<file path="src/rtl/rtpq_pkg.sv">
// ----------------------------------------------------------------------------
// rtpq_pkg: shared types and constants of the tile quantizer
// Lane record handed from cell to cell, channel expansion table, sizes.
// ----------------------------------------------------------------------------
package rtpq_pkg;

  localparam int CfgRegs    = 4;   // palette registers
  localparam int CFG_IDX_W  = 8;
  localparam int REG_SEL_W  = 2;
  localparam int PAL_W      = 60;
  localparam int WORD_W     = 15;
  localparam int CHAN_W     = 8;
  localparam int SQ_W       = 16;
  localparam int DIST_W     = 18;
  localparam int IDX_W      = 4;
  localparam int NUM_ENTRY  = 16;
  localparam int TILE_BYTES = 32;
  localparam int HALF_BYTES = 16;
  localparam int POS_W      = 6;
  localparam int OFF_W      = 5;
  localparam int CNT_W      = 6;

  localparam logic [DIST_W-1:0] DIST_MAX = '1;
  localparam logic [POS_W-1:0]  POS_LAST = '1;

  typedef logic [DIST_W-1:0] dist_t;

  typedef struct packed {
    logic [CHAN_W-1:0] red;
    logic [CHAN_W-1:0] green;
    logic [CHAN_W-1:0] blue;
    logic              opaque;
  } pix_t;

  typedef struct packed {
    logic             valid;
    pix_t             pix;
    dist_t            best_dist;
    logic [IDX_W-1:0] best_idx;
  } lane_t;

  // 5-bit channel to 8 bits, rounded as (v*255+15)/31
  function automatic logic [CHAN_W-1:0] widen5(input logic [4:0] v);
    logic [CHAN_W-1:0] w;
    case (v)
      5'd0:  w = 8'd0;
      5'd1:  w = 8'd8;
      5'd2:  w = 8'd16;
      5'd3:  w = 8'd25;
      5'd4:  w = 8'd33;
      5'd5:  w = 8'd41;
      5'd6:  w = 8'd49;
      5'd7:  w = 8'd58;
      5'd8:  w = 8'd66;
      5'd9:  w = 8'd74;
      5'd10: w = 8'd82;
      5'd11: w = 8'd90;
      5'd12: w = 8'd99;
      5'd13: w = 8'd107;
      5'd14: w = 8'd115;
      5'd15: w = 8'd123;
      5'd16: w = 8'd132;
      5'd17: w = 8'd140;
      5'd18: w = 8'd148;
      5'd19: w = 8'd156;
      5'd20: w = 8'd165;
      5'd21: w = 8'd173;
      5'd22: w = 8'd181;
      5'd23: w = 8'd189;
      5'd24: w = 8'd197;
      5'd25: w = 8'd206;
      5'd26: w = 8'd214;
      5'd27: w = 8'd222;
      5'd28: w = 8'd230;
      5'd29: w = 8'd239;
      5'd30: w = 8'd247;
      default: w = 8'd255;
    endcase
    return w;
  endfunction

  function automatic logic [SQ_W-1:0] sq_diff(input logic [CHAN_W-1:0] a,
                                              input logic [CHAN_W-1:0] b);
    logic [CHAN_W-1:0] d;
    d = (a > b) ? (a - b) : (b - a);
    return {8'b0, d} * {8'b0, d};
  endfunction

endpackage

</file>
<file path="src/rtl/rtpq_if.sv">


interface rtpq_byte_if;
  logic       valid;
  logic       ready;
  logic [4:0] byte_offset;
  logic [7:0] byte_value;
  logic       last_byte;

  modport source (output valid, byte_offset, byte_value, last_byte, input ready);
  modport sink   (input valid, byte_offset, byte_value, last_byte, output ready);
endinterface

</file>
<file path="src/rtl/rtpq_plane_packer.sv">
// ----------------------------------------------------------------------------
// rtpq_plane_packer: bit-plane tile builder and byte burst
// Shifts index bits into plane bytes, rows into tile halves, then bursts.
// ----------------------------------------------------------------------------
module rtpq_plane_packer (
  input  logic            clk,
  input  logic            rst_n,
  input  rtpq_pkg::lane_t tail,
  output logic            hold,
  rtpq_byte_if.source     out_byte
);
  import rtpq_pkg::*;

  logic [POS_W-1:0]                pos_r;
  logic [IDX_W-1:0][7:0]           row_r, row_nxt;
  logic [HALF_BYTES-1:0][7:0]      lo_r, lo_nxt, hi_r, hi_nxt;
  logic [TILE_BYTES-1:0][7:0]      obuf_r, obuf_nxt;
  logic [CNT_W-1:0]                cnt_r, cnt_nxt;
  logic [OFF_W-1:0]                off_r, off_nxt;
  logic [IDX_W-1:0]                idx;
  logic                            take;
  logic                            beat;

  assign hold = tail.valid && (pos_r == POS_LAST) && (cnt_r != '0);
  assign take = tail.valid && !hold;
  assign beat = out_byte.valid && out_byte.ready;
  assign idx  = tail.pix.opaque ? tail.best_idx : '0;

  always_comb begin
    for (int p = 0; p < IDX_W; p++) begin
      row_nxt[p] = {row_r[p][6:0], idx[p]};
    end
    lo_nxt = lo_r;
    hi_nxt = hi_r;
    // row complete: planes 0/1 into the low half, 2/3 into the high half
    if (pos_r[2:0] == 3'd7) begin
      for (int i = 0; i < HALF_BYTES - 2; i++) begin
        lo_nxt[i] = lo_r[i+2];
        hi_nxt[i] = hi_r[i+2];
      end
      lo_nxt[HALF_BYTES-2] = row_nxt[0];
      lo_nxt[HALF_BYTES-1] = row_nxt[1];
      hi_nxt[HALF_BYTES-2] = row_nxt[2];
      hi_nxt[HALF_BYTES-1] = row_nxt[3];
    end
  end

  always_comb begin
    obuf_nxt = obuf_r;
    cnt_nxt  = cnt_r;
    off_nxt  = off_r;
    if (beat) begin
      for (int i = 0; i < TILE_BYTES - 1; i++) begin
        obuf_nxt[i] = obuf_r[i+1];
      end
      cnt_nxt = cnt_r - CNT_W'(1);
      off_nxt = off_r + OFF_W'(1);
    end
    if (take && (pos_r == POS_LAST)) begin
      obuf_nxt = {hi_nxt, lo_nxt};
      cnt_nxt  = CNT_W'(TILE_BYTES);
      off_nxt  = '0;
    end
  end

  always_ff @(posedge clk) begin
    if (!rst_n) begin
      pos_r <= '0;
      cnt_r <= '0;
      off_r <= '0;
    end else begin
      if (take) begin
        pos_r <= pos_r + POS_W'(1);
        row_r <= row_nxt;
        lo_r  <= lo_nxt;
        hi_r  <= hi_nxt;
      end
      obuf_r <= obuf_nxt;
      cnt_r  <= cnt_nxt;
      off_r  <= off_nxt;
    end
  end

  assign out_byte.valid       = (cnt_r != '0);
  assign out_byte.byte_value  = obuf_r[0];
  assign out_byte.byte_offset = off_r;
  assign out_byte.last_byte   = (off_r == OFF_W'(TILE_BYTES - 1));

endmodule

</file>
<file path="src/flat_wrapper.sv">
// flat-port wrapper written by rule: the top's interface ports become plain ports
module rtpq_plane_packer_flat import rtpq_pkg::*;
  (clk, rst_n, tail, hold, out_byte_valid, out_byte_byte_offset, out_byte_byte_value, out_byte_last_byte, out_byte_ready);
  rtpq_byte_if out_byte_i ();
  input  logic clk;
  input  logic rst_n;
  input  rtpq_pkg::lane_t tail;
  output logic hold;
  output wire logic [$bits(out_byte_i.valid)-1:0] out_byte_valid;
  output wire logic [$bits(out_byte_i.byte_offset)-1:0] out_byte_byte_offset;
  output wire logic [$bits(out_byte_i.byte_value)-1:0] out_byte_byte_value;
  output wire logic [$bits(out_byte_i.last_byte)-1:0] out_byte_last_byte;
  input wire logic [$bits(out_byte_i.ready)-1:0] out_byte_ready;
  assign out_byte_valid = out_byte_i.valid;
  assign out_byte_byte_offset = out_byte_i.byte_offset;
  assign out_byte_byte_value = out_byte_i.byte_value;
  assign out_byte_last_byte = out_byte_i.last_byte;
  assign out_byte_i.ready = out_byte_ready;
  rtpq_plane_packer u_core (.clk(clk), .rst_n(rst_n), .tail(tail), .hold(hold), .out_byte(out_byte_i));
endmodule
</file>
<file path="config.mk">
export PLATFORM = sky130hd
export DESIGN_NAME = rtpq_plane_packer_flat
export DESIGN_NICKNAME = d
export VERILOG_FILES = /design/src/rtl/rtpq_pkg.sv /design/src/rtl/rtpq_if.sv /design/src/rtl/rtpq_plane_packer.sv /design/src/flat_wrapper.sv
export SDC_FILE = /design/constraint.sdc
export NUM_CORES = 1
export LEC_CHECK = 0
export BUFFER_PORTS_ARGS = -buffer_cell sky130_fd_sc_hd__buf_2
export CAP_MARGIN = 20
export CORE_ASPECT_RATIO = 1.25
export CORE_UTILIZATION = 45
export DETAILED_ROUTE_END_ITERATION = 16
export SLEW_MARGIN = 30
export SYNTH_ARGS = -nofsm -noshare
export SYNTH_HDL_FRONTEND = slang
export SYNTH_SLANG_ARGS = --single-unit
</file>
<file path="constraint.sdc">
create_clock -name clk -period 27 [get_ports clk]
set_input_delay 1.35 -clock clk [delete_from_list [all_inputs] [get_ports clk]]
set_output_delay 1.35 -clock clk [all_outputs]
set_load 0.01 [all_outputs]
</file>
# --- Word level (Yosys, flattened, before mapping) ---
# Cells that the tools add are included.
word_totals:
  ff_bits: 557
  latch_bits: 0
  mem_bits_rw: 0
  mem_bits_ro: 0
  inputBits: 51
  wordCells: 98
  n_memories: 0
classes:
  addsub: 3
  mul: 0
  n_div: 0
  magnitude_cmp: 0
  eq_ne: 3
  shifts: 0
  n_mux: 7
  n_bitwise: 1
  reduce_logical: 12
ops:
  columns: ["op", "n"]
  rows:
  - ["$mux 248", 2]
  - ["$mux 128", 2]
  - ["$mux 6", 2]
  - ["$add 6x1->6 const B", 1]
  - ["$eq 6x6->1 const B", 1]
  - ["$reduce_and 2->1", 3]
  - ["$reduce_bool 6->1", 1]
  - ["$sub 6x1->6 const B", 1]
  - ["$add 5x1->5 const B", 1]
  - ["$eq 5x5->1 const B", 1]
  - ["$logic_and 1x1->1", 5]
  - ["$mux 4", 1]
  - ["$eq 3x3->1 const B", 1]
  - ["$reduce_bool 2->1", 1]
  - ["$reduce_or 2->1", 1]
  - ["$logic_not 1->1", 1]
  - ["$not 1->1", 1]

# --- Depth between registers and ports, before layout ---
depth:
  depth_word: 8
  mapped_depth: 8
  mapped_depth_nobuf: 6

# --- Worst setup path before layout ---
# No wires, ideal clock.
synth_path:
  path_type: "input to register"
  startpoint: "in tail[47] in the netlist's numbering"
  endpoint: "reg u_core.obuf_r[100] in the netlist's numbering (enable)"
  arrival_time_ps: 14209
  slack_ps: 11852
  stages: 6
  n_path_buf: 3
  path_cell_list: "nand3_1 -> or4_1 -> buf_2 -> buf_6 -> buf_6 -> a21oi_1"
synth_via:
  elab_chain_len: 7
synth_lines:
  columns: ["element", "line_no", "rtl"]
  rows:
  - ["from (decl)", "flat_wrapper.sv:7", "input rtpq_pkg::lane_t tail;"]
  - ["$logic_and 1x1->1 (2 in series)", "rtpq_plane_packer.sv:24", "assign hold = tail.valid && (pos_r == POS_LAST) && (cnt_r != '0);"]
  - ["$logic_not 1->1", "rtpq_plane_packer.sv:25", "assign take = tail.valid && !hold;"]
  - ["$logic_and 1x1->1 (*)", "rtpq_plane_packer.sv:25", null]
  - ["$logic_and 1x1->1 (*)", "rtpq_plane_packer.sv:59", "if (take && (pos_r == POS_LAST)) begin"]
  - ["$reduce_bool 2->1 (no source line) (*)", null, null]
  - ["$reduce_and 2->1 (no source line) (*)", null, null]
  - ["to (signal assigned)", "rtpq_plane_packer.sv:78", "obuf_r <= obuf_nxt;"]
  - ["to (decl)", "rtpq_plane_packer.sv:17", "logic [TILE_BYTES-1:0][7:0] obuf_r, obuf_nxt;"]
# Every way passes the cells marked *; elsewhere a longest branch is shown, timed or not.
# A chain may end at the register's enable or synchronous reset.

==> flow_summary_export.csv <==
group,metric,value,unit
clock_network,cts.sinks,557,
timing,tns,0,ns
setup_path,start_kind,"flip-flop",
logic_synthesis,synth_edf_count,540,
pwr,total_leakage_power,0.00936,µW
setup_path,r2r_slack,22.22,ns
floorplan,rows,94,
global_routing,antenna_found_initial,0,
timing,final-max-slew-violation-count,0,
clock_network,cts_max_path_buffers,3,
placement,dp_hpwl,17.7,mm
logic_synthesis,synth_fp_nets,1273,
route,drtIter0Drc,514,
logic_synthesis,ys_seq_elements,557,
layout,seq_area,0.0166,mm²
worst_hold_path,hp-start,"u_core.row_nxt[1]",
setup_path,path_buf_inv,3,
pwr,pwr-share-clk,35.2,%
timing,fmax,209,MHz
floorplan,initial_core_util,45.5,%
layout,n_fill_cell,4288,
pwr,pwr-share-seq,54.6,%
timing,worstMarginPinSlew,1.04,ns
timing,finalHoldViolations,0,
layout,layout_commonest_cell,"edfxtp_1",
route,drt-wirelength-per-cell,17.7,µm
layout,finalNetCount,1300,
setup_path,slowest_delay,0.84,ns
clock_network,clock_latency,0.60,ns
outcome,status,"finished clean",
setup_path,critical_path.startpoint,"u_core.pos_r[0]",
placement,gp_congestion,0.665,
logic_synthesis,syn_inst,1217,
route,met1Wirelength,16.7,mm
setup_path,cp_max_fo,72,
pwr,p_switching,449,µW
pwr,cellPowerDensity,77.8,mW/mm²
global_routing,grt_pass1_wl,59.2,mm
logic_synthesis,yosysWarnings,0,
setup_path,crit_chain,"ha_1, ha_4, buf_6, buf_4, buf_4, mux2_2, mux2_4",
floorplan,die_x,208,µm
setup_path,crit_slowest_cell,"buf_4",
setup_path,path_class,"flip-flop to flip-flop",
placement,port_buffers,24,
route,drc,0,
setup_path,endpoint_kind,"flip-flop",
timing,period_needed,4.78,ns
logic_synthesis,synth.avg_cell_area,19.7,µm²
timing,slew_headroom,30.9,%
route,vias,10400,
clock_network,cts_buffers,56,
timing,finClkSkew,0.0222,ns
pwr,vdd_drop_max,0.0000484,V
clock_network,cts_hold_buffers,0,
layout,diodes,0,
clock_network,post-cts-setup-buffers,0,
setup_path,r2r-end,"u_core.obuf_r[114]",
floorplan,io_pins,67,
clock_network,root_buffer,"clkbuf_16",
clock_network,cts-htree-levels,2,
layout,multi_input_area,0.00695,mm²
floorplan,core-area,0.0526,mm²
worst_hold_path,hp-class,"flip-flop to flip-flop",
route,first_pass_iters,4,
global_routing,grt_start_max_net_pins,166,
logic_synthesis,synth_flop_cell,"edfxtp_1",
setup_path,cpLargestDelayFamily,"buffers and inverters",
setup_path,arrival,5.12,ns
route,wl_met3,1.03,mm
route,routed_wl,34.7,mm
layout,area_growth,10.1,%
global_routing,track_usage,13.3,%
setup_path,timing.rr.start,"u_core.pos_r[0]",
layout,drive_gt1_share,47.6,%
floorplan,die_y,260,µm
layout,final_cells,1961,
logic_synthesis,syn_area,0.0239,mm²
worst_hold_path,whs_path_depth,0,
setup_path,crit_top_cell,"buf_4",
setup_path,required,27.35,ns
pwr,p_int,1600,µW
pwr,switching_share,21.9,%
route,postRouteAntennaNets,0,
flow_run,cap_violations,0,
setup_path,ff2ff_path_depth,7,
floorplan,dieArea,0.0541,mm²
global_routing,grt_pass1_vias,11100,
clock_network,tritoncts,"done",
worst_hold_path,holdPathEnd,"u_core.row_nxt[2]",
route,dr_wl_met2,16.1,mm
route,avgViaCountPerCell,5.28,
logic_synthesis,synth_seq_area_share,69.2,%
logic_synthesis,postSynth.asyncResetShare,0,%
timing,rsz0062_at_grt,"false",
placement,dpl.cell_count,1857,
route,top_layer,"met4",
pwr,comb_power_share,10.2,%
timing,fin_crit_sh,17.7,%
clock_network,cts-resized-gates,0,
timing,setup_viol_count_final,0,
global_routing,grt.overflow.total,0,
logic_synthesis,ys_types,35,
clock_network,cts.clk_slew.worst_paths,0.06,ns
layout,final_cell_mix,"edfxtp_1, mux2_2, mux2_4, clkbuf_16, buf_2",
[metrics by stage]
| stage | setup WS [ns] | total power [µW] | utilization (%) | instance area (µm²) | hold slack (ns) |
|---|---|---|---|---|---|
| after CTS | 21.87 | 2080 | 50.1 | 26300 | 0.442 |
| final | 22.22 | 2050 | 50.1 | 26400 | 0.439 |
| after floorplan | 11.85 | 1340 | - | 23900 | 0.420 |
| after detailed placement | 21.87 | 1350 | 46.9 | 24600 | 0.431 |
| after global placement | 21.86 | 1340 | 46.8 | 24600 | 0.429 |
| after global routing | 21.86 | 2140 | 50.1 | 26400 | 0.448 |
[routing by layer]
metal,track usage [%],up-vias
li1,-,4860
met1,18.1,5331
met2,21.2,99
met3,2.66,67
met4,4.65,0
met5,0,-
[power groups by stage]
stage	Combinational [µW]	Sequential, µW	Clock [µW]
after floorplan	165	1180	0
after global placement	202	1140	0
after detailed placement	212	1140	0
after CTS	214	1120	751
after global routing	231	1130	780
final	210	1120	721
[final cells by class]
cell class,count,area share [%]
multi-input cells,590,26.4
flip-flops and latches,557,62.8
repair buffers,36,1.17
well taps,672,3.19
clock inverters,29,0.684
clock buffers,74,5.73
inverters,3,0.0427
[worst max-delay path by stage]
stage                                          to  slack [ns]  cells past startpoint
detailed placement  u_core.out_byte.byte_value[0]       21.87                      7
CTS                 u_core.out_byte.byte_value[0]       21.87                      7
finish                         u_core.obuf_r[114]       22.22                      7
global route        u_core.out_byte.byte_value[0]       21.86                      7
floorplan                      u_core.obuf_r[100]       11.85                      6
global placement    u_core.out_byte.byte_value[0]       21.86                      7
[state kept, by name, summed over array words and instances, names as in the netlist]
name,flops
u_core.cnt_r,6
u_core.lo_r,128
u_core.row_nxt,28
u_core.obuf_r,248
u_core.out_byte.byte_value,8
u_core.out_byte.byte_offset,5
u_core.hi_r,128
u_core.pos_r,6
[Yosys cell counts (3+ instances only)]
cell      number  area (µm²)
and2_1         6        37.5
nand3_1        3        15.0
a211oi_1       6        45.0
o21ai_0        5        25.0
buf_4          8        60.1
ha_1           5        62.6
inv_1          3        11.3
clkbuf_1      30         113
mux2_2       316        3560
mux2i_1        4        40.0
a21oi_1       11        55.1
dfxtp_1       17         340
nor2_1         4        15.0
edfxtp_1     540       16200
buf_6         21         236
buf_2          7        35.0
nand4_1        5        31.3
nand2_1       14        52.6
mux2_4       188        2820
[cells by family after synthesis]
logic type | share of synthesized area (%)
flip-flops | 69.2
multiplexers | 26.8
buffers and inverters | 1.92
AND/OR/NAND/NOR | 1.04
AO/OA/AOI/OAI | 0.763
adder cells (fa/ha/maj) | 0.261
Power figures use the tool's default switching activity.
