## config.mk

```make
export PLATFORM = sky130hd
export DESIGN_NAME = rtpq_match_cell
export DESIGN_NICKNAME = d
export VERILOG_FILES = /design/src/rtl/rtpq_pkg.sv /design/src/rtl/rtpq_match_cell.sv
export SDC_FILE = /design/constraint.sdc
export NUM_CORES = 1
export LEC_CHECK = 0
export ABC_AREA = 1
export BUFFER_PORTS_ARGS = -buffer_cell sky130_fd_sc_hd__buf_2
export CAP_MARGIN = 20
export CORE_ASPECT_RATIO = 1.5
export CORE_UTILIZATION = 45
export DETAILED_ROUTE_END_ITERATION = 8
export MAX_ROUTING_LAYER = met4
export PLACE_DENSITY = 0.65
export RECOVER_POWER = 100
export SYNTH_ARGS = -nofsm -noshare
export SYNTH_HDL_FRONTEND = slang
export SYNTH_SLANG_ARGS = --single-unit
```

## constraint.sdc

```tcl
create_clock -name clk -period 6.5 [get_ports clk]
set_input_delay 0.975 -clock clk [delete_from_list [all_inputs] [get_ports clk]]
set_output_delay 0.975 -clock clk [all_outputs]
set_load 0.01 [all_outputs]
```

## src/rtl/rtpq_pkg.sv

```systemverilog
// ----------------------------------------------------------------------------
// rtpq_pkg: shared types and constants of the tile quantizer
// Lane record handed from cell to cell, channel expansion table, sizes.
// ----------------------------------------------------------------------------
package rtpq_pkg;

  localparam int CfgRegs    = 4;   // palette registers
  localparam int CFG_IDX_W  = 8;
  localparam int REG_SEL_W  = 2;
  localparam int PAL_W      = 60;
  localparam int WORD_W     = 15;
  localparam int CHAN_W     = 8;
  localparam int SQ_W       = 16;
  localparam int DIST_W     = 18;
  localparam int IDX_W      = 4;
  localparam int NUM_ENTRY  = 16;
  localparam int TILE_BYTES = 32;
  localparam int HALF_BYTES = 16;
  localparam int POS_W      = 6;
  localparam int OFF_W      = 5;
  localparam int CNT_W      = 6;

  localparam logic [DIST_W-1:0] DIST_MAX = '1;
  localparam logic [POS_W-1:0]  POS_LAST = '1;

  typedef logic [DIST_W-1:0] dist_t;

  typedef struct packed {
    logic [CHAN_W-1:0] red;
    logic [CHAN_W-1:0] green;
    logic [CHAN_W-1:0] blue;
    logic              opaque;
  } pix_t;

  typedef struct packed {
    logic             valid;
    pix_t             pix;
    dist_t            best_dist;
    logic [IDX_W-1:0] best_idx;
  } lane_t;

  // 5-bit channel to 8 bits, rounded as (v*255+15)/31
  function automatic logic [CHAN_W-1:0] widen5(input logic [4:0] v);
    logic [CHAN_W-1:0] w;
    case (v)
      5'd0:  w = 8'd0;
      5'd1:  w = 8'd8;
      5'd2:  w = 8'd16;
      5'd3:  w = 8'd25;
      5'd4:  w = 8'd33;
      5'd5:  w = 8'd41;
      5'd6:  w = 8'd49;
      5'd7:  w = 8'd58;
      5'd8:  w = 8'd66;
      5'd9:  w = 8'd74;
      5'd10: w = 8'd82;
      5'd11: w = 8'd90;
      5'd12: w = 8'd99;
      5'd13: w = 8'd107;
      5'd14: w = 8'd115;
      5'd15: w = 8'd123;
      5'd16: w = 8'd132;
      5'd17: w = 8'd140;
      5'd18: w = 8'd148;
      5'd19: w = 8'd156;
      5'd20: w = 8'd165;
      5'd21: w = 8'd173;
      5'd22: w = 8'd181;
      5'd23: w = 8'd189;
      5'd24: w = 8'd197;
      5'd25: w = 8'd206;
      5'd26: w = 8'd214;
      5'd27: w = 8'd222;
      5'd28: w = 8'd230;
      5'd29: w = 8'd239;
      5'd30: w = 8'd247;
      default: w = 8'd255;
    endcase
    return w;
  endfunction

  function automatic logic [SQ_W-1:0] sq_diff(input logic [CHAN_W-1:0] a,
                                              input logic [CHAN_W-1:0] b);
    logic [CHAN_W-1:0] d;
    d = (a > b) ? (a - b) : (b - a);
    return {8'b0, d} * {8'b0, d};
  endfunction

endpackage

```

## src/rtl/rtpq_match_cell.sv

```systemverilog
// ----------------------------------------------------------------------------
// rtpq_match_cell: one palette entry of the nearest-color chain
// Squares channel differences, then keeps the lane's best if beaten.
// ----------------------------------------------------------------------------
module rtpq_match_cell (
  input  logic                          clk,
  input  logic                          rst_n,
  input  logic                          adv,
  input  logic [rtpq_pkg::IDX_W-1:0]    entry_idx,
  input  logic [rtpq_pkg::WORD_W-1:0]   word,
  input  rtpq_pkg::lane_t               lane_in,
  output rtpq_pkg::lane_t               lane_out
);
  import rtpq_pkg::*;

  lane_t           a_r;
  lane_t           b_r;
  lane_t           b_nxt;
  logic [SQ_W-1:0] sq_red_r, sq_grn_r, sq_blu_r;
  logic [SQ_W-1:0] sq_red_nxt, sq_grn_nxt, sq_blu_nxt;
  dist_t           dist_sum;

  always_comb begin
    sq_red_nxt = sq_diff(lane_in.pix.red,   widen5(word[4:0]));
    sq_grn_nxt = sq_diff(lane_in.pix.green, widen5(word[9:5]));
    sq_blu_nxt = sq_diff(lane_in.pix.blue,  widen5(word[14:10]));
  end

  // strict less: on a tie the earlier (lower) entry stays
  always_comb begin
    dist_sum = {2'b0, sq_red_r} + {2'b0, sq_grn_r} + {2'b0, sq_blu_r};
    b_nxt    = a_r;
    if (dist_sum < a_r.best_dist) begin
      b_nxt.best_dist = dist_sum;
      b_nxt.best_idx  = entry_idx;
    end
  end

  always_ff @(posedge clk) begin
    if (!rst_n) begin
      a_r.valid <= 1'b0;
      b_r.valid <= 1'b0;
    end else if (adv) begin
      a_r      <= lane_in;
      sq_red_r <= sq_red_nxt;
      sq_grn_r <= sq_grn_nxt;
      sq_blu_r <= sq_blu_nxt;
      b_r      <= b_nxt;
    end
  end

  assign lane_out = b_r;

endmodule

```

* Yosys cells after proc, flatten, opt, wreduce, memory -nomap -nowiden
Memory sizes are Yosys's and may differ from the RTL's.
Index checks and enable logic that the tools add are counted.
Widths: inputs -> output; s select.
** Storage, ports and cells
- Flip-flop bits (word level) :: 144
- Memory bits (read-only) :: 768
- Bits of input ports :: 70
- Output and inout port bits :: 48
- Logic and storage cells :: 40
- Memories :: 3
** Memory list
- (no name shown) :: words 32, bits a word 8, rd ports 1, clocked after memory_dff 0, wr ports 0, line rtpq_pkg.sv:45 : case (v)
- (no name shown) :: words 32, bits a word 8, rd ports 1, clocked after memory_dff 0, wr ports 0, line rtpq_pkg.sv:45
- (no name shown) :: words 32, bits a word 8, rd ports 1, clocked after memory_dff 0, wr ports 0, line rtpq_pkg.sv:45
** Cells by class
- $add $sub $neg :: 8
- $mul :: 3
- Magnitude comparators :: 4
- Mux-type cells :: 4
- Reductions and logical operators :: 1
** Operators with widths (count)
- $mul 8x8->16 :: 3
- $sub 8x8->8 :: 6
- $gt 8x8->1 :: 3
- $mux 8 :: 3
- $mux 22 :: 1
- $add 17x16->18 :: 1
- $lt 18x18->1 :: 1
- $add 16x16->17 :: 1
- $reduce_and 2->1 :: 1

* Longest topological paths before layout
Gate-level depths: netlist (run 1).
- Depth after elaboration :: 4
- Mapped depth :: 37
- Gate-level depth less buffers :: 37

* Least setup slack after synthesis (run 1)
OpenSTA, ideal clock, no wires.
- Path kind :: input -> register
- Start :: in word[7] (netlist bit)
- End :: reg sq_grn_r[13] (data pin)
- Library setup time :: 0.252 ns
- Arrival time :: 6.331 ns
- Data required time :: 6.248 ns
- Setup slack :: -0.083 ns
- Cell stages on the path :: 35
- Path buffers :: 1
- Path through :: inv_1 > a21oi_1 > o21ai_0 > nand2_1 > nand2_1 > nand2_1 > inv_1 > ha_1 > fa_1 > inv_1 > nand3_1 > nand3_1 > nand2_2 > nand2_2 > nand2_4 > nand2_1 > nand2_2 > buf_6 > nor2_4 > inv_1 > fa_1 > inv_1 > fa_1 > inv_1 > fa_1 > fa_1 > inv_1 > ha_1 > a21oi_1 > a21boi_0 > o21ai_0 > nand2_1 > nand2_1 > nand2_1 > nand2_1
** Between the ends
- Word-level cells in the longest chain between the ends :: 4
- Elaborated cells between the ends (all ways) :: 6
- Classes of those cells :: add/sub: 2; mul: 1; order compare: 1; mux: 1; memory: 1
** RTL lines
- start, declared :: line rtpq_match_cell.sv:10 : input logic [rtpq_pkg::WORD_W-1:0] word,
- $mem_v2 32x8 (*)
- $sub 8x8->8 or $gt 8x8->1 (tied branches) :: line rtpq_pkg.sv:85 : d = (a > b) ? (a - b) : (b - a);
- $mux 8 (*) :: line rtpq_pkg.sv:85
- $mul 8x8->16 (*) :: line rtpq_pkg.sv:86 : return {8'b0, d} * {8'b0, d};
- net sq_grn_nxt[13] :: line rtpq_match_cell.sv:20 : logic [SQ_W-1:0] sq_red_nxt, sq_grn_nxt, sq_blu_nxt;
- end signal, assigned :: line rtpq_match_cell.sv:46 : sq_grn_r <= sq_grn_nxt;
- end, declared :: line rtpq_match_cell.sv:19 : logic [SQ_W-1:0] sq_red_r, sq_grn_r, sq_blu_r;
The timed path passes the listed nets; every way through them passes the cells marked *.
A chain may end at the register's enable or synchronous reset.

* Final worst setup path (run 1)
- Start :: in word[1] (netlist bit)
- End :: reg sq_red_r[13] (data pin)
** Between the ends
- Word-level cells in the longest chain between the ends :: 4
- Elaborated cells between the ends (all ways) :: 6
- Classes of those cells :: add/sub: 2; mul: 1; order compare: 1; mux: 1; memory: 1
** RTL lines
- $mem_v2 32x8 (*)
- $sub 8x8->8 or $gt 8x8->1 (tied branches) :: line rtpq_pkg.sv:85
- $mux 8 (*) :: line rtpq_pkg.sv:85
- $mul 8x8->16 (*) :: line rtpq_pkg.sv:86
- net sq_red_nxt[13] :: line rtpq_match_cell.sv:20
- end signal, assigned :: line rtpq_match_cell.sv:45 : sq_red_r <= sq_red_nxt;
- end, declared :: line rtpq_match_cell.sv:19
Marked as above.

==> results of run 1 <==
==> state kept, by name (all words and copies together), names as in the netlist <==
| name | cells |
|---|---|
| a_r | 48 |
| lane_out | 48 |
| sq_blu_r | 15 |
| sq_grn_r | 15 |
| sq_red_r | 15 |
==> synthesized netlist by cell type (2+ instances only) <==
library cell and number:
nand2_1 407, inv_1 345, ha_1 168, edfxtp_1 139
nor2_1 121, fa_1 97, a21oi_1 72, nand3_1 58
o21ai_0 49, xor2_1 40, nand2_2 27, xnor2_1 19
nand4_1 13, inv_2 10, nor2_2 9, o21bai_1 8
buf_2 7, a21boi_0 6, nand2_4 6, o21ai_1 5
a21o_1 4, buf_4 4, nor2_4 4, nor3_1 4
a31oi_1 3, and3_1 3, buf_6 3, nand3_2 3
o211ai_1 3, or2_2 3, and2_1 2, conb_1 2
dfxtp_1 2, inv_4 2, nand3b_1 2, o2111ai_1 2
o21bai_2 2
==> final cells by class <==
cell class	instances	area, µm²
multi-input combinational	1149	8540
clock inverter	15	195
sequential	141	4210
inverter	357	1350
tap	400	500
timing repair buffer	279	1740
clock buffer	17	425
fill	2842	13400
==> kinds of logic after synthesis <==
| family | Yosys count | synth area share |
|---|---|---|
| buffers and inverters | 371 | 0.103 |
| XOR/XNOR | 60 | 0.0382 |
| adder cells (fa/ha/maj) | 265 | 0.290 |
| AND/OR/NAND/NOR | 662 | 0.201 |
| AO/OA/AOI/OAI | 159 | 0.0649 |
| other | 2 | 0.000538 |
| flip-flops | 141 | 0.302 |
==> worst max-delay path by stage <==
stage	start	endpoint	slack (ps)	depth (start not counted)
2_1_floorplan	word[7]	sq_grn_r[13]	-20	35
3_3_place_gp	word[1]	sq_red_r[12]	-180	37
3_5_place_dp	word[1]	sq_red_r[13]	-330	37
4_1_cts	word[8]	sq_grn_r[13]	120	34
5_1_grt	word[11]	sq_blu_r[13]	-40	37
6_report	word[1]	sq_red_r[13]	280	37
==> metal layers <==
metal,part of all wire,track usage,wire (µm)
met5,0,-,0
met4,0.032,0.0902,964
met1,0.40,0.206,11900
met2,0.54,0.387,16400
met3,0.025,0.0293,759
==> per-stage QoR <==
| stage | hold slack, ps | instances | worst slack, ps |
|---|---|---|---|
| after floorplan | 400 | 1661 | -20.1 |
| after global placement | 400 | 2325 | -179 |
| after detailed placement | 405 | 2325 | -326 |
| after CTS | 421 | 2357 | 123 |
| after global routing | 426 | 2358 | -40.5 |
| final | 420 | 2358 | 282 |
==> what timing repair did <==
action,in CTS,in global routing
setup endpoints to repair,0,21
resized for setup,0,75
buffers inserted,0,1
==> impl_metrics.env, run 1 <==
export IMPL_status="finished with violations"
export IMPL_violations="capacitance limit, slew limit"
export IMPL_end_kind="register"
export IMPL_finalWeightedCongestion=0.898
export IMPL_grt_max_degree=83
export IMPL_synth_seq_cells=141
export IMPL_path_delay_family="adder cells"
export IMPL_postLayoutCellArea_mm2=0.0170
export IMPL_grt_pass1_wl_um=50400
export IMPL_synth_ff_type="edfxtp_1"
export IMPL_cpPeakStageDelay_ps=560
export IMPL_hold_class="register to register"
export IMPL_numCtsBuffers=17
export IMPL_die_y_um=218
export IMPL_finClkSkew_ps=11.3
export IMPL_clk_pin_slew_ps=60
export IMPL_yosysTopAreaCell="edfxtp_1"
export IMPL_post_drt_wl_per_cell_um=12.7
export IMPL_layout_commonest_cell="nand2_1"
export IMPL_critPathBufInv=9
export IMPL_drt_total_wl_um=30000
export IMPL_final_cell_mix="nand2_1, inv_1, ha_1, buf_4, edfxtp_1"
export IMPL_ant_nets=0
export IMPL_insertion_delay_ps=440
export IMPL_crit_arrival_ps=6400
export IMPL_grt_overflow=0
export IMPL_startpoint_type="input port"
export IMPL_grt_pass1_vias=11500
export IMPL_fp_row_count=78
export IMPL_fin_crit_ps=6220
export IMPL_grt_antenna_before_repair=0
export IMPL_holdCritStartpoint="a_r[37]"
export IMPL_synth_area_leaders="edfxtp_1, ha_1, fa_1"
export IMPL_totalNegativeSetupSlack_ps=0
export IMPL_initial_utilization=0.460
export IMPL_cts_root_buf="clkbuf_16"
export IMPL_dpl_cell_area_mm2=0.0162
export IMPL_grt_use_total=0.204
export IMPL_yosys_area_top_type_share=0.299
export IMPL_hold_violations=0
export IMPL_drv_slew=83
export IMPL_r2r_end="lane_out[8]"
export IMPL_dieArea_mm2=0.0317
export IMPL_cts_buffer_depth=2
export IMPL_timing_fmax_mhz=161
export IMPL_remaining_drc_errors=0
export IMPL_min_period_over_period=0.957
export IMPL_die_w_um=146
export IMPL_numPortBuffers=117
export IMPL_drtPass1Iterations=4
export IMPL_drt_iter0_markers=330
export IMPL_cp_slowest_cell="fa_1"
export IMPL_holdPathStages=0
export IMPL_dp_hpwl_um=24700
export IMPL_core_mm2=0.0304
export IMPL_syn_area_per_cell_um2=8.41
export IMPL_synth_edf_count=139
export IMPL_synth_yosys_seq_area_share=0.302
export IMPL_reg2reg_slack_ps=2190
export IMPL_crit_fanout=8
export IMPL_ioPinCount=118
export IMPL_synth_warnings=0
export IMPL_synth_cell_types=43
export IMPL_tightest_slew_ps=3610
export IMPL_r2r_start="sq_red_r[7]"
export IMPL_vias=11200
export IMPL_diodes=0
export IMPL_syn_inst=1660
export IMPL_drv_cap=1
export IMPL_cts_sinks=141
export IMPL_cts_max_level=4
export IMPL_holdPathEnd="lane_out[37]"
export IMPL_ys_async_sr_fraction=0
export IMPL_cp_data_required_time_ps=6690
export IMPL_synthToLayoutAreaGrowth_pct=21.6
export IMPL_post_drt_via_cell_ratio=4.76
export IMPL_drive_above_1_share=0.182
export IMPL_slew_headroom=-1.42
export IMPL_fin_util=0.559
export IMPL_reg2reg_depth=18
export IMPL_setup_viol=0
export IMPL_crit_top_cell="nand2_1"
export IMPL_cts_tree="built"
export IMPL_critPathKind="input port to register"
export IMPL_synth_cell_area_mm2=0.0140
export IMPL_hold_buffers=0
export IMPL_nets=2280
Power of run 1 is left out: the tool's default activity adds up to more than one toggle a clock period on the data nets, which glitch-free logic cannot reach.
==> run 2: changes to the inputs <==
==> constraint.sdc (replaced) <==
create_clock -name clk -period 5.55 [get_ports clk]
set_input_delay 0.8325 -clock clk [delete_from_list [all_inputs] [get_ports clk]]
set_output_delay 0.8325 -clock clk [all_outputs]
set_load 0.01 [all_outputs]
==> impl_metrics.env, run 2 (same netlist as run 1, synthesis figures left out) <==
export IMPL_numPortBuffers=117
export IMPL_numCtsBuffers=17
export IMPL_holdPathStages=0
export IMPL_grt_antenna_before_repair=0
export IMPL_fp_row_count=78
export IMPL_insertion_delay_ps=430
export IMPL_regArea_mm2=0.00421
export IMPL_finClkSkew_ps=8.64
export IMPL_drtPass1Iterations=5
export IMPL_layout_commonest_cell="nand2_1"
export IMPL_post_drt_wl_per_cell_um=13.2
export IMPL_status="finished with violations"
export IMPL_cts_buffer_depth=2
export IMPL_fin_ws_ps=-217
export IMPL_clk_pin_slew_ps=60
export IMPL_min_period_over_period=1.04
export IMPL_critPathKind="input port to register"
export IMPL_grt_pass1_wl_um=53400
export IMPL_dp_hpwl_um=26300
export IMPL_critPathBufInv=8
export IMPL_multiInputGateArea_mm2=0.00950
export IMPL_synthToLayoutAreaGrowth_pct=36.1
export IMPL_rsz0062_at_grt="true"
export IMPL_crit_top_cell="nand2_1"
export IMPL_holdPathEnd="lane_out[25]"
export IMPL_finalWeightedCongestion=0.885
export IMPL_cts_sinks=141
export IMPL_startpoint_type="input port"
export IMPL_holdCritStartpoint="a_r[25]"
export IMPL_cts_tree="built"
export IMPL_cp_slowest_cell="fa_1"
export IMPL_post_drt_via_cell_ratio=4.81
export IMPL_grt_use_total=0.216
export IMPL_crit_arrival_ps=5940
export IMPL_drt_total_wl_um=32800
export IMPL_nets=2404
export IMPL_crit_fanout=4
export IMPL_r2r_start="sq_red_r[6]"
export IMPL_grt_overflow=0
export IMPL_reg2reg_depth=18
export IMPL_ant_nets=0
export IMPL_drv_cap=2
export IMPL_die_y_um=218
export IMPL_reg2reg_slack_ps=620
export IMPL_slew_headroom=-1.47
export IMPL_vias=11900
export IMPL_violations="capacitance limit, slew limit, setup timing"
export IMPL_final_cell_mix="nand2_1, inv_1, buf_4, ha_1, edfxtp_1"
export IMPL_setup_viol=21
export IMPL_whs_ps=418
export IMPL_r2r_end="lane_out[11]"
export IMPL_cts_root_buf="clkbuf_16"
export IMPL_drt_iter0_markers=347
export IMPL_grt_pass1_vias=12200
export IMPL_fin_crit_ps=5770
export IMPL_cpPeakStageDelay_ps=510
export IMPL_fillCellCount=2583
export IMPL_drive_above_1_share=0.307
export IMPL_ioPinCount=118
export IMPL_grt_max_degree=98
export IMPL_tightest_slew_ps=3700
export IMPL_remaining_drc_errors=0
export IMPL_drv_slew=126
export IMPL_path_delay_family="adder cells"
export IMPL_initial_utilization=0.460
export IMPL_timing_fmax_mhz=173
export IMPL_core_mm2=0.0304
export IMPL_cp_data_required_time_ps=5720
export IMPL_die_w_um=146
export IMPL_cts_max_level=4
export IMPL_hold_violations=0
export IMPL_dieArea_mm2=0.0317
export IMPL_diodes=0
export IMPL_end_kind="register"
export IMPL_hold_class="register to register"
## run 2: cell types whose count changed in the layout (fill, tap and decap cells not counted), sizes merged
cell,before,now
buf,206,326
inv,358,359
bufinv,4,3
clkbuf,90,96
clkinvlp,4,2
## run 2: worst register-to-register path, stage by stage, from the launching register on
cell	delay [ps]
edfxtp_1	430
fa_1	510
ha_1	380
nand2_1	110
inv_1	70
nand3_1	70
o21ai_0	480
nand2_1	140
nand3_1	100
nand2_1	80
ha_1	270
nand2_1	60
inv_1	50
o21ai_0	70
nand2_1	60
a21oi_1	210
nand2_1	90
nor2_1	1180
o21ai_0	250
## run 2: timing repair
| item | in CTS | in global routing |
|---|---|---|
| setup buffers | 30 | 21 |
| setup endpoints to repair | 27 | 30 |
| pin swaps | 90 | 73 |
| gates resized for setup | 97 | 137 |
| hold buffers | 0 | 0 |
## run 2: stage by stage
step,std cells,TNS [ps],util,worst slack [ps],cell area [µm²]
2_1_floorplan,1661,-4160,-,-302,14400
3_3_place_gp,2407,-15000,0.568,-694,17200
3_5_place_dp,2407,-18680,0.568,-825,17200
4_1_cts,2464,-1200,0.606,-176,18400
5_1_grt,2482,-7660,0.626,-421,19000
6_report,2482,-2350,0.626,-217,19000
## run 2: area by class of cell
class,count,share of cell area
multi-input cells,1149,0.500
flip-flops and latches,141,0.222
repair buffers,403,0.147
inverters,357,0.0729
well taps,400,0.0264
clock buffers,19,0.0228
clock inverters,13,0.00876
## run 2: how the worst max path moves through the flow
stage	slack, ps	cells after the start	start	endpoint
2_1_floorplan	-300	36	word[0]	sq_red_r[13]
3_3_place_gp	-690	38	word[1]	sq_red_r[13]
3_5_place_dp	-820	37	word[0]	sq_red_r[13]
4_1_cts	-180	37	word[2]	sq_red_r[13]
5_1_grt	-420	34	word[6]	sq_grn_r[15]
6_report	-220	35	word[0]	sq_red_r[13]
## run 2: layer usage
layer  track usage  part of all wire  vias up
met5             -                 0        -
met1         0.201              0.37     5621
met2         0.426              0.56      218
met3        0.0274             0.028       80
met4         0.105             0.042        0
li1              -                 -     6022
Power of run 2 is left out for the same reason.
==> run 3: changes to the inputs <==
--- a/config.mk
+++ b/config.mk
@@ -12,8 +12,10 @@
 export CORE_UTILIZATION = 45
 export DETAILED_ROUTE_END_ITERATION = 8
 export MAX_ROUTING_LAYER = met4
-export PLACE_DENSITY = 0.65
+export PLACE_DENSITY = 0.61
 export RECOVER_POWER = 100
+export REMOVE_ABC_BUFFERS = 1
+export SKIP_LAST_GASP = 1
 export SYNTH_ARGS = -nofsm -noshare
 export SYNTH_HDL_FRONTEND = slang
 export SYNTH_SLANG_ARGS = --single-unit
==> impl_metrics.env, run 3 (same netlist as run 1, synthesis figures left out) <==
export IMPL_tightest_slew_ps=3890
export IMPL_fin_util=0.632
export IMPL_numPortBuffers=117
export IMPL_timing_fmax_mhz=174
export IMPL_ant_nets=0
export IMPL_cts_sinks=141
export IMPL_clk_pin_slew_ps=60
export IMPL_grt_pass1_vias=12500
export IMPL_end_kind="register"
export IMPL_ioPinCount=118
export IMPL_fin_crit_ps=5750
export IMPL_diodes=0
export IMPL_die_w_um=146
export IMPL_drive_above_1_share=0.330
export IMPL_grt_use_total=0.224
export IMPL_drt_iter0_markers=332
export IMPL_hold_class="register to register"
export IMPL_cts_buffer_depth=2
export IMPL_nets=2439
export IMPL_critPathBufInv=8
export IMPL_drv_cap=1
export IMPL_multiInputGateArea_mm2=0.00945
export IMPL_layout_commonest_cell="nand2_1"
export IMPL_critPathKind="input port to register"
export IMPL_drtPass1Iterations=6
export IMPL_die_y_um=218
export IMPL_dieArea_mm2=0.0317
export IMPL_slew_headroom=-1.59
export IMPL_cpPeakStageDelay_ps=540
export IMPL_final_cell_mix="nand2_1, inv_1, buf_4, edfxtp_1, ha_1"
export IMPL_startpoint_type="input port"
export IMPL_cts_max_level=4
export IMPL_finalWeightedCongestion=0.890
export IMPL_fp_row_count=78
export IMPL_insertion_delay_ps=440
export IMPL_place_ws_ps=-1220
export IMPL_drt_total_wl_um=33000
export IMPL_grt_antenna_before_repair=0
export IMPL_hold_violations=0
export IMPL_path_delay_family="adder cells"
export IMPL_vias=11900
export IMPL_rsz0062_at_grt="true"
export IMPL_crit_arrival_ps=5930
export IMPL_grt_pass1_wl_um=55500
export IMPL_violations="capacitance limit, slew limit, setup timing"
export IMPL_post_drt_wl_per_cell_um=13.1
export IMPL_fin_ws_ps=-204
export IMPL_drv_slew=103
export IMPL_setup_viol=21
export IMPL_cp_slowest_cell="fa_1"
export IMPL_post_drt_via_cell_ratio=4.73
export IMPL_numCtsBuffers=17
export IMPL_core_mm2=0.0304
export IMPL_crit_fanout=4
export IMPL_dpl_cell_area_mm2=0.0170
export IMPL_regArea_mm2=0.00421
export IMPL_finClkSkew_ps=10.0
export IMPL_cts_tree="built"
export IMPL_status="finished with violations"
export IMPL_remaining_drc_errors=0
export IMPL_min_period_over_period=1.04
export IMPL_grt_max_degree=103
export IMPL_whs_ps=419
export IMPL_grt_overflow=0
export IMPL_postLayoutCellArea_mm2=0.0192
export IMPL_synthToLayoutAreaGrowth_pct=37.4
export IMPL_cts_root_buf="clkbuf_16"
export IMPL_dp_hpwl_um=25600
export IMPL_cp_data_required_time_ps=5730
export IMPL_fillCellCount=2646
export IMPL_initial_utilization=0.460
-- run 3: cell count changes in the layout (fill, tap and decap cells not counted), moves of 5 or more --
cell | before | now
ha_4 | 19 | 24
nor2_1 | 96 | 88
nand2_8 | 9 | 1
inv_2 | 41 | 48
ha_1 | 145 | 138
buf_2 | 41 | 49
nand2_2 | 50 | 57
buf_6 | 20 | 41
buf_4 | 256 | 266
inv_1 | 307 | 301
nor2_2 | 20 | 31
buf_8 | 8 | 3
-- run 3: metal layers --
metal / up-vias / track usage / wire length (µm)
met1: 5550 / 0.225 / 12800
met5: - / - / 0
met2: 201 / 0.428 / 18200
li1: 6076 / - / -
met4: 0 / 0.104 / 1250
met3: 67 / 0.0268 / 826
-- run 3: what timing repair did --
action | 4_1_cts | 5_1_grt
setup buffers | 38 | 15
pin swaps | 132 | 67
hold buffers | 0 | 0
gates cloned | 0 | 0
resized for setup | 282 | 107
hold endpoints to repair | 0 | 0
setup endpoints to repair | 30 | 30
-- run 3: worst reg2reg max path, cell delays in order, from the launching register on --
cell and delay, ps:
edfxtp_1 430, fa_1 480, ha_1 370, nand2_1 120, inv_1 70, nand3_1 60, o21ai_0 430, nand2_1 140
nand3_1 100, nand2_1 80, ha_1 270, nand2_1 60, inv_1 40, o21ai_1 60, nand2_1 60, a21oi_1 200
nand2_1 100, nor2_2 720, o21ai_0 190
-- run 3: worst paths after layout --
path | start | end | slack, ps | cells after the start
max | word[7] | sq_grn_r[14] | -200 | 29
min | a_r[39] | lane_out[39] | 420 | 0
max reg2reg | sq_grn_r[7] | lane_out[21] | 1280 | 18
min reg2reg | a_r[39] | lane_out[39] | 420 | 0
-- run 3: layout make-up --
cell class | count | area share
multi-input combinational | 1149 | 0.493
sequential | 141 | 0.220
timing repair buffer | 438 | 0.161
inverter | 357 | 0.0714
tap | 400 | 0.0261
clock buffer | 20 | 0.0228
clock inverter | 12 | 0.00646
-- run 3: per-stage QoR --
stage,std cells,setup TNS [ps]
2_1_floorplan,1647,-16440
3_3_place_gp,2435,-26050
3_5_place_dp,2435,-29500
4_1_cts,2503,-612
5_1_grt,2517,-8080
6_report,2517,-2020
Power of run 3 is left out for the same reason.
